===== src/design/usbf_pkg.sv =====
// Shared types and constants for the message packet framer.
// Holds request kinds, stream marks, byte-source codes and the
// command and status structs that join controller and datapath.
package usbf_pkg;

   localparam logic [1:0] KIND_BEGIN = 2'd0;
   localparam logic [1:0] KIND_BYTE  = 2'd1;
   localparam logic [1:0] KIND_END   = 2'd2;

   localparam logic [7:0] MARK_START = 8'h3F;
   localparam logic [7:0] MARK_HASH  = 8'h23;
   localparam logic [7:0] PAD_BYTE   = 8'h00;

   localparam int HDR_BYTES = 9;
   localparam int HDR_IDX_W = 4;

   localparam logic [1:0] SEL_HDR  = 2'd0;
   localparam logic [1:0] SEL_MARK = 2'd1;
   localparam logic [1:0] SEL_PAY  = 2'd2;
   localparam logic [1:0] SEL_ZERO = 2'd3;

   typedef struct packed {
      logic                 load;
      logic                 begin_msg;
      logic                 close_msg;
      logic                 emit;
      logic                 restart;
      logic                 last;
      logic [1:0]           sel;
      logic [HDR_IDX_W-1:0] hdr_idx;
   } cmd_type;

   typedef struct packed {
      logic open;
      logic fill_full;
      logic fill_next_full;
      logic slot_free;
   } status_type;

endpackage


===== src/design/usb_message_packet_framer.sv =====
// Top level of the message packet framer: request decode and byte
// sequencing in usbf_ctrl, fields, fill count and result stage in usbf_dp.
// Depends on usbf_pkg, usbf_ctrl, usbf_dp.
//
//   channel  dir  ports                                         handshake
//   req      in   req_kind req_msg_id req_msg_size req_payload_byte  req_valid/ready
//   rsp      out  rsp_out_byte rsp_packet_end rsp_run_last       rsp_valid/ready
//
// A request is accepted while the byte sequencer in usbf_ctrl is idle; it then
// issues the result bytes in turn: 9 for a begin, 1 or 2 for a payload byte (2
// with a continuation mark) and up to PACKET_BYTES - 2 for an end, and takes no
// new request before the last. Requests that cause no result leave it idle.
// Reset clears the sequencer, the fill count, the open flag and rsp_valid.
// Low rsp_ready holds the sequencer; the next request is taken while the
// last result of the previous one still waits in the result register.
module usb_message_packet_framer #(
   parameter int PACKET_BYTES = 64
) (
   input  logic        clock,
   input  logic        reset,
   input  logic        req_valid,
   output logic        req_ready,
   input  logic [1:0]  req_kind,
   input  logic [15:0] req_msg_id,
   input  logic [31:0] req_msg_size,
   input  logic [7:0]  req_payload_byte,
   output logic        rsp_valid,
   input  logic        rsp_ready,
   output logic [7:0]  rsp_out_byte,
   output logic        rsp_packet_end,
   output logic        rsp_run_last
);

   usbf_pkg::cmd_type    cmd;
   usbf_pkg::status_type sts;

   usbf_ctrl u_ctrl (
      .clock     (clock),
      .reset     (reset),
      .req_valid (req_valid),
      .req_ready (req_ready),
      .req_kind  (req_kind),
      .sts       (sts),
      .cmd       (cmd)
   );

   usbf_dp #(
      .PACKET_BYTES (PACKET_BYTES)
   ) u_dp (
      .clock            (clock),
      .reset            (reset),
      .req_msg_id       (req_msg_id),
      .req_msg_size     (req_msg_size),
      .req_payload_byte (req_payload_byte),
      .cmd              (cmd),
      .sts              (sts),
      .rsp_valid        (rsp_valid),
      .rsp_ready        (rsp_ready),
      .rsp_out_byte     (rsp_out_byte),
      .rsp_packet_end   (rsp_packet_end),
      .rsp_run_last     (rsp_run_last)
   );

endmodule


===== src/design/usbf_dp.sv =====
// Datapath of the message packet framer: captured request fields,
// packet fill count, open flag and the registered result stage.
// Depends on usbf_pkg.
module usbf_dp #(
   parameter int PACKET_BYTES = 64
) (
   input  logic                clock,
   input  logic                reset,
   input  logic [15:0]         req_msg_id,
   input  logic [31:0]         req_msg_size,
   input  logic [7:0]          req_payload_byte,
   input  usbf_pkg::cmd_type   cmd,
   output usbf_pkg::status_type sts,
   output logic                rsp_valid,
   input  logic                rsp_ready,
   output logic [7:0]          rsp_out_byte,
   output logic                rsp_packet_end,
   output logic                rsp_run_last
);

   localparam int FILL_W = $clog2(PACKET_BYTES + 1);
   localparam logic [FILL_W-1:0] FILL_MAX = FILL_W'(PACKET_BYTES);

   logic [15:0]       id_ff;
   logic [31:0]       size_ff;
   logic [7:0]        pay_ff;
   logic [FILL_W-1:0] fill_ff, fill_in;
   logic              open_ff, open_in;
   logic              valid_ff, valid_in;
   logic [7:0]        byte_ff;
   logic              end_ff;
   logic              last_ff;
   logic [FILL_W-1:0] fill_base;
   logic [FILL_W-1:0] fill_next;
   logic [7:0]        hdr_byte;
   logic [7:0]        emit_byte;

   assign fill_base = cmd.restart ? '0 : fill_ff;
   assign fill_next = fill_base + FILL_W'(1);

   always_comb begin
      unique case (cmd.hdr_idx)
         4'd0:    hdr_byte = usbf_pkg::MARK_START;
         4'd1:    hdr_byte = usbf_pkg::MARK_HASH;
         4'd2:    hdr_byte = usbf_pkg::MARK_HASH;
         4'd3:    hdr_byte = id_ff[15:8];
         4'd4:    hdr_byte = id_ff[7:0];
         4'd5:    hdr_byte = size_ff[31:24];
         4'd6:    hdr_byte = size_ff[23:16];
         4'd7:    hdr_byte = size_ff[15:8];
         4'd8:    hdr_byte = size_ff[7:0];
         default: hdr_byte = usbf_pkg::PAD_BYTE;
      endcase
   end

   always_comb begin
      unique case (cmd.sel)
         usbf_pkg::SEL_HDR:  emit_byte = hdr_byte;
         usbf_pkg::SEL_MARK: emit_byte = usbf_pkg::MARK_START;
         usbf_pkg::SEL_PAY:  emit_byte = pay_ff;
         default:            emit_byte = usbf_pkg::PAD_BYTE;
      endcase
   end

   always_comb begin
      fill_in = fill_ff;
      open_in = open_ff;
      if (cmd.begin_msg || cmd.close_msg) begin
         fill_in = '0;
      end else if (cmd.emit) begin
         fill_in = fill_next;
      end
      if (cmd.begin_msg) begin
         open_in = 1'b1;
      end else if (cmd.close_msg) begin
         open_in = 1'b0;
      end
      if (cmd.emit) begin
         valid_in = 1'b1;
      end else if (rsp_ready) begin
         valid_in = 1'b0;
      end else begin
         valid_in = valid_ff;
      end
   end

   always_ff @(posedge clock) begin
      if (reset) begin
         fill_ff  <= '0;
         open_ff  <= 1'b0;
         valid_ff <= 1'b0;
      end else begin
         fill_ff  <= fill_in;
         open_ff  <= open_in;
         valid_ff <= valid_in;
      end
   end

   always_ff @(posedge clock) begin
      if (cmd.load) begin
         id_ff   <= req_msg_id;
         size_ff <= req_msg_size;
         pay_ff  <= req_payload_byte;
      end
      if (cmd.emit) begin
         byte_ff <= emit_byte;
         end_ff  <= (fill_next == FILL_MAX);
         last_ff <= cmd.last;
      end
   end

   assign sts.open           = open_ff;
   assign sts.fill_full      = (fill_ff >= FILL_MAX);
   assign sts.fill_next_full = (fill_next == FILL_MAX);
   assign sts.slot_free      = !valid_ff || rsp_ready;

   assign rsp_valid      = valid_ff;
   assign rsp_out_byte   = byte_ff;
   assign rsp_packet_end = end_ff;
   assign rsp_run_last   = last_ff;

   a_fill_bound: assert property (@(posedge clock) disable iff (reset)
      fill_ff <= FILL_MAX)
      else $error("packet fill beyond packet size");

   a_emit_slot: assert property (@(posedge clock) disable iff (reset)
      cmd.emit |-> (!valid_ff || rsp_ready))
      else $error("result emitted over a pending result");

   a_emit_open: assert property (@(posedge clock) disable iff (reset)
      cmd.emit |-> open_ff)
      else $error("result emitted with no open message");

endmodule


===== src/design/usbf_ctrl.sv =====
// Controller of the message packet framer: decodes each request and
// sequences header, continuation, payload and padding bytes.
// Depends on usbf_pkg.
module usbf_ctrl (
   input  logic                 clock,
   input  logic                 reset,
   input  logic                 req_valid,
   output logic                 req_ready,
   input  logic [1:0]           req_kind,
   input  usbf_pkg::status_type sts,
   output usbf_pkg::cmd_type    cmd
);

   localparam logic [2:0] ST_IDLE = 3'd0;
   localparam logic [2:0] ST_HDR  = 3'd1;
   localparam logic [2:0] ST_CONT = 3'd2;
   localparam logic [2:0] ST_BYTE = 3'd3;
   localparam logic [2:0] ST_PAD  = 3'd4;

   localparam logic [usbf_pkg::HDR_IDX_W-1:0] HDR_LAST =
      usbf_pkg::HDR_IDX_W'(usbf_pkg::HDR_BYTES - 1);

   logic [2:0]                        state_ff, state_in;
   logic [usbf_pkg::HDR_IDX_W-1:0]    idx_ff, idx_in;

   assign req_ready = (state_ff == ST_IDLE);

   always_comb begin
      cmd      = '0;
      state_in = state_ff;
      idx_in   = idx_ff;
      unique case (state_ff)
         ST_IDLE: begin
            if (req_valid) begin
               cmd.load = 1'b1;
               unique case (req_kind)
                  usbf_pkg::KIND_BEGIN: begin
                     if (!sts.open) begin
                        cmd.begin_msg = 1'b1;
                        idx_in        = '0;
                        state_in      = ST_HDR;
                     end
                  end
                  usbf_pkg::KIND_BYTE: begin
                     if (sts.open) begin
                        state_in = sts.fill_full ? ST_CONT : ST_BYTE;
                     end
                  end
                  usbf_pkg::KIND_END: begin
                     if (sts.open) begin
                        if (sts.fill_full) begin
                           cmd.close_msg = 1'b1;
                        end else begin
                           state_in = ST_PAD;
                        end
                     end
                  end
                  default: ;
               endcase
            end
         end
         ST_HDR: begin
            if (sts.slot_free) begin
               cmd.emit    = 1'b1;
               cmd.sel     = usbf_pkg::SEL_HDR;
               cmd.hdr_idx = idx_ff;
               cmd.last    = (idx_ff == HDR_LAST);
               if (idx_ff == HDR_LAST) begin
                  state_in = ST_IDLE;
               end else begin
                  idx_in = idx_ff + 1'b1;
               end
            end
         end
         ST_CONT: begin
            if (sts.slot_free) begin
               cmd.emit    = 1'b1;
               cmd.restart = 1'b1;
               cmd.sel     = usbf_pkg::SEL_MARK;
               state_in    = ST_BYTE;
            end
         end
         ST_BYTE: begin
            if (sts.slot_free) begin
               cmd.emit = 1'b1;
               cmd.sel  = usbf_pkg::SEL_PAY;
               cmd.last = 1'b1;
               state_in = ST_IDLE;
            end
         end
         ST_PAD: begin
            if (sts.slot_free) begin
               cmd.emit = 1'b1;
               cmd.sel  = usbf_pkg::SEL_ZERO;
               if (sts.fill_next_full) begin
                  cmd.last      = 1'b1;
                  cmd.close_msg = 1'b1;
                  state_in      = ST_IDLE;
               end
            end
         end
         default: state_in = ST_IDLE;
      endcase
   end

   always_ff @(posedge clock) begin
      if (reset) begin
         state_ff <= ST_IDLE;
         idx_ff   <= '0;
      end else begin
         state_ff <= state_in;
         idx_ff   <= idx_in;
      end
   end

   a_hdr_idx: assert property (@(posedge clock) disable iff (reset)
      (state_ff == ST_HDR) |-> (idx_ff <= HDR_LAST))
      else $error("header index past last header byte");

   a_cont_then_byte: assert property (@(posedge clock) disable iff (reset)
      (state_ff == ST_CONT) |=> (state_ff == ST_CONT || state_ff == ST_BYTE))
      else $error("continuation mark not followed by payload byte");

   a_last_ends_run: assert property (@(posedge clock) disable iff (reset)
      (cmd.emit && cmd.last) |=> (state_ff == ST_IDLE))
      else $error("run ended but sequencer still busy");

endmodule

===== config.mk =====
export PLATFORM = sky130hd
export DESIGN_NAME = usb_message_packet_framer
export DESIGN_NICKNAME = d
export VERILOG_FILES = /design/src/design/usbf_pkg.sv /design/src/design/usb_message_packet_framer.sv /design/src/design/usbf_dp.sv /design/src/design/usbf_ctrl.sv
export SDC_FILE = /design/constraint.sdc
export NUM_CORES = 1
export LEC_CHECK = 0
export BUFFER_PORTS_ARGS = -buffer_cell sky130_fd_sc_hd__buf_4
export CAP_MARGIN = 5
export CELL_PAD_IN_SITES_DETAIL_PLACEMENT = 1
export CELL_PAD_IN_SITES_GLOBAL_PLACEMENT = 1
export CORE_ASPECT_RATIO = 1.2
export CORE_MARGIN = 10
export CORE_UTILIZATION = 44
export DETAILED_ROUTE_END_ITERATION = 7
export PLACE_DENSITY = 0.85
export SYNTH_ARGS = -nofsm -noshare
export SYNTH_HDL_FRONTEND = slang
export SYNTH_SLANG_ARGS = --single-unit

===== constraint.sdc =====
create_clock -name clock -period 5.9 [get_ports clock]
set_input_delay 0.885 -clock clock [delete_from_list [all_inputs] [get_ports clock]]
set_output_delay 0.885 -clock clock [all_outputs]
set_load 0.01 [all_outputs]

==> impl_metrics.tcl <==
set metrics [dict create \
    setup_violations 0 \
    numCtsBuffers 9 \
    placed_area_um2 4340 \
    core_area_um2 8200 \
    seq_power_share_pct 52.6 \
    powerDensity_nw_per_um2 295 \
    drtIter0Drc 141 \
    fin_crit_sh_pct 46.7 \
    syn_area_per_cell_um2 12.3 \
    rsz0062_at_grt "false" \
    wl_um 9660 \
    row_count 36 \
    worstPathMaxFanout 13 \
    place.port_buffers 73 \
    drive_gt1_share_pct 28.6 \
    cp.required_ps 6140 \
    arrival_ps 2990 \
    htreeDepth 3 \
    post_drt_wl_per_cell_um 19.6 \
    final_nets 438 \
    top_level_ports 74 \
    cts_max_path_buffers 2 \
    dr_total_vias 2772 \
    cts_tree "done" \
    n_antenna_cell 0 \
    p_sw_w 0.000323 \
    maxSlewViolCount 0 \
    p_leak_nw 1.63 \
    antenna_found_initial 0 \
    p_comb_share_pct 11.0 \
    place_hpwl_um 6960 \
    gp_congestion 0.860 \
    min_path_type "reg2reg" \
    postLayoutCellArea_um2 4580 \
    endpoint_kind "flip-flop" \
    cts_sinks 82 \
    fillers 881 \
    finish.utilization_pct 55.9 \
    fp.dieH_um 121 \
    post_cts_buffers 0 \
    fmax_ghz 0.363 \
    ctsResizeCount 0 \
    hold_buffers 0 \
    slowest_stage "nor2b_1" \
    finalCriticalPeriod_ps 2750 \
    setup_tns_ps 0 \
    grt_overflow 0 \
    netlist_area_um2 3730 \
    synthCells 304 \
    crit_path_cell_trace "buf_4 > nor2b_1 > nor3_2 > nor2b_1 > ha_1 > nand4b_1 > mux2i_1 > nand4_1 > o21ai_2 > a211oi_1" \
    die_w_um 104 \
    switching_share_pct 23.9 \
    irDropWorstVdd_v 0.000177 \
    status "finished, final reports clean" \
    start_util_pct 45.5 \
    first_pass_iters 4 \
    clkTransAtPathRegs_ps 90 \
    yosys_warnings 0 \
    drc 0 \
    pwr-share-clk_pct 36.4 \
    synth-async-reset-ratio_pct 0 \
    p_int_w 0.00103 \
    synth_cell_types 56 \
    final-hold-violation-count 0 \
    total_power_w 0.00135 \
    path_common_cell "nor2b_1" \
    grt_pass1_wl_um 15600 \
    drv_cap 0 \
    viasPerCell 5.63 \
    slew_headroom_pct 39.0 \
    synthFlopType "edfxtp_1" \
    grt_pass1_vias 2988 \
    fin_skew_ps 10.4 \
    gr-usage-all-layers_pct 15.6 \
    ys_seq_area_share_pct 61.8 \
    synth_edf_count 66 \
    syn-num-nets 369 \
    crit_type "in2reg" \
    critPathMaxStageDelay_ps 370 \
    tightest_slew_ps 913 \
    die-area_um2 12600 \
    drtAntennaViolNets 0 \
    ys_ff_latch 82 \
    grt_max_degree 59 \
    final_cell_mix "buf_4 (74), edfxtp_1 (66), a21oi_1 (21)" \
    cts-root-buf "clkbuf_8" \
    synthToLayoutAreaGrowth_pct 22.9 \
    insertion_delay_ps 370 \
    layout_commonest_cell "buf_4" \
    startpoint_type "input port" \
]
## state kept, by name, indices dropped and copies added (netlist names), 3 cells and up
register,flops
u_ctrl.idx_ff,4
u_ctrl.state_ff,3
u_dp.fill_ff,7
u_dp.id_ff,16
u_dp.pay_ff,8
u_dp.rsp_out_byte,8
u_dp.size_ff,32
## metal layers
metal / track usage, % / share of wire (%) / up-vias
met4: 6.27 / 2.3 / 0
met1: 17.3 / 40 / 1359
met5: 0 / 0 / -
li1: - / - / 1313
met2: 27.2 / 52 / 82
met3: 4.94 / 5.5 / 18
## cell families after synthesis
group / share of synthesized area [%]
AO/OA/AOI/OAI: 15.2
XOR/XNOR: 0.470
adder cells (fa/ha/maj): 1.01
buffers and inverters: 3.49
flip-flops: 61.8
multiplexers: 3.16
AND/OR/NAND/NOR: 14.9
## path summary, 6_finish.rpt
check	slack, ps	endpoint	cells past startpoint	start
worst max-delay path	3150	u_dp.fill_ff[2]	10	rsp_ready
worst min register to register	560	u_dp.rsp_out_byte[5]	2	u_dp.pay_ff[5]
worst max register to register	3240	u_dp.rsp_run_last	9	u_ctrl.state_ff[1]
worst min-delay path	560	u_dp.rsp_out_byte[5]	2	u_dp.pay_ff[5]
## cells in the mapped netlist (4+ instances only)
| cell | instances | share of area [%] |
|---|---|---|
| a32oi_1 | 4 | 0.94 |
| a31oi_1 | 4 | 0.67 |
| o22ai_1 | 5 | 0.84 |
| nor3_1 | 7 | 0.94 |
| nand4b_1 | 5 | 1.2 |
| nor2b_1 | 8 | 1.3 |
| a22oi_1 | 4 | 0.81 |
| dfxtp_1 | 16 | 8.6 |
| o21ai_0 | 20 | 2.7 |
| nand2_1 | 14 | 1.4 |
| mux2i_1 | 5 | 1.3 |
| buf_2 | 11 | 1.5 |
| a211oi_1 | 7 | 1.4 |
| inv_1 | 10 | 1.0 |
| nand2b_1 | 7 | 1.2 |
| nand3_1 | 9 | 1.2 |
| a21oi_1 | 21 | 2.8 |
| edfxtp_1 | 66 | 53 |
| nor2_1 | 14 | 1.4 |
| mux2_2 | 6 | 1.8 |
| nand4_1 | 4 | 0.67 |
## power by group through the flow
stage	logic, W	clock network, W	registers (W)
3_3_place_gp	0.000146	0	0.000721
3_5_place_dp	0.000150	0	0.000725
5_1_grt	0.000165	0.000527	0.000718
4_1_cts	0.000151	0.000501	0.000712
6_report	0.000149	0.000492	0.000711
2_1_floorplan	0.0000857	0	0.000715
## critical path: cells and delay by family
kind	cells	cell delay (ps)
AO/OA/AOI/OAI	2	430
adder cells (fa/ha/maj)	1	260
AND/OR/NAND/NOR	5	1070
multiplexers	1	250
buffers and inverters	1	110
## stage by stage
step                worst slack, ps  hold WS, ps  instances
finish                         3150          558        492
global route                   2840          590        492
CTS                            3170          558        492
detailed placement             2770          535        476
global placement               2900          529        476
floorplan                       822          488        304
## cell type report
cell class,instances,area (um2),area share [%]
clock buffer,9,124,2.70
multi-input combinational,196,1300,28.5
sequential,82,2300,50.2
tap,114,143,3.11
timing repair buffer,74,556,12.1
clock inverter,7,116,2.54
inverter,10,37.5,0.819
Note: power is estimated with default switching activity, not from simulation.
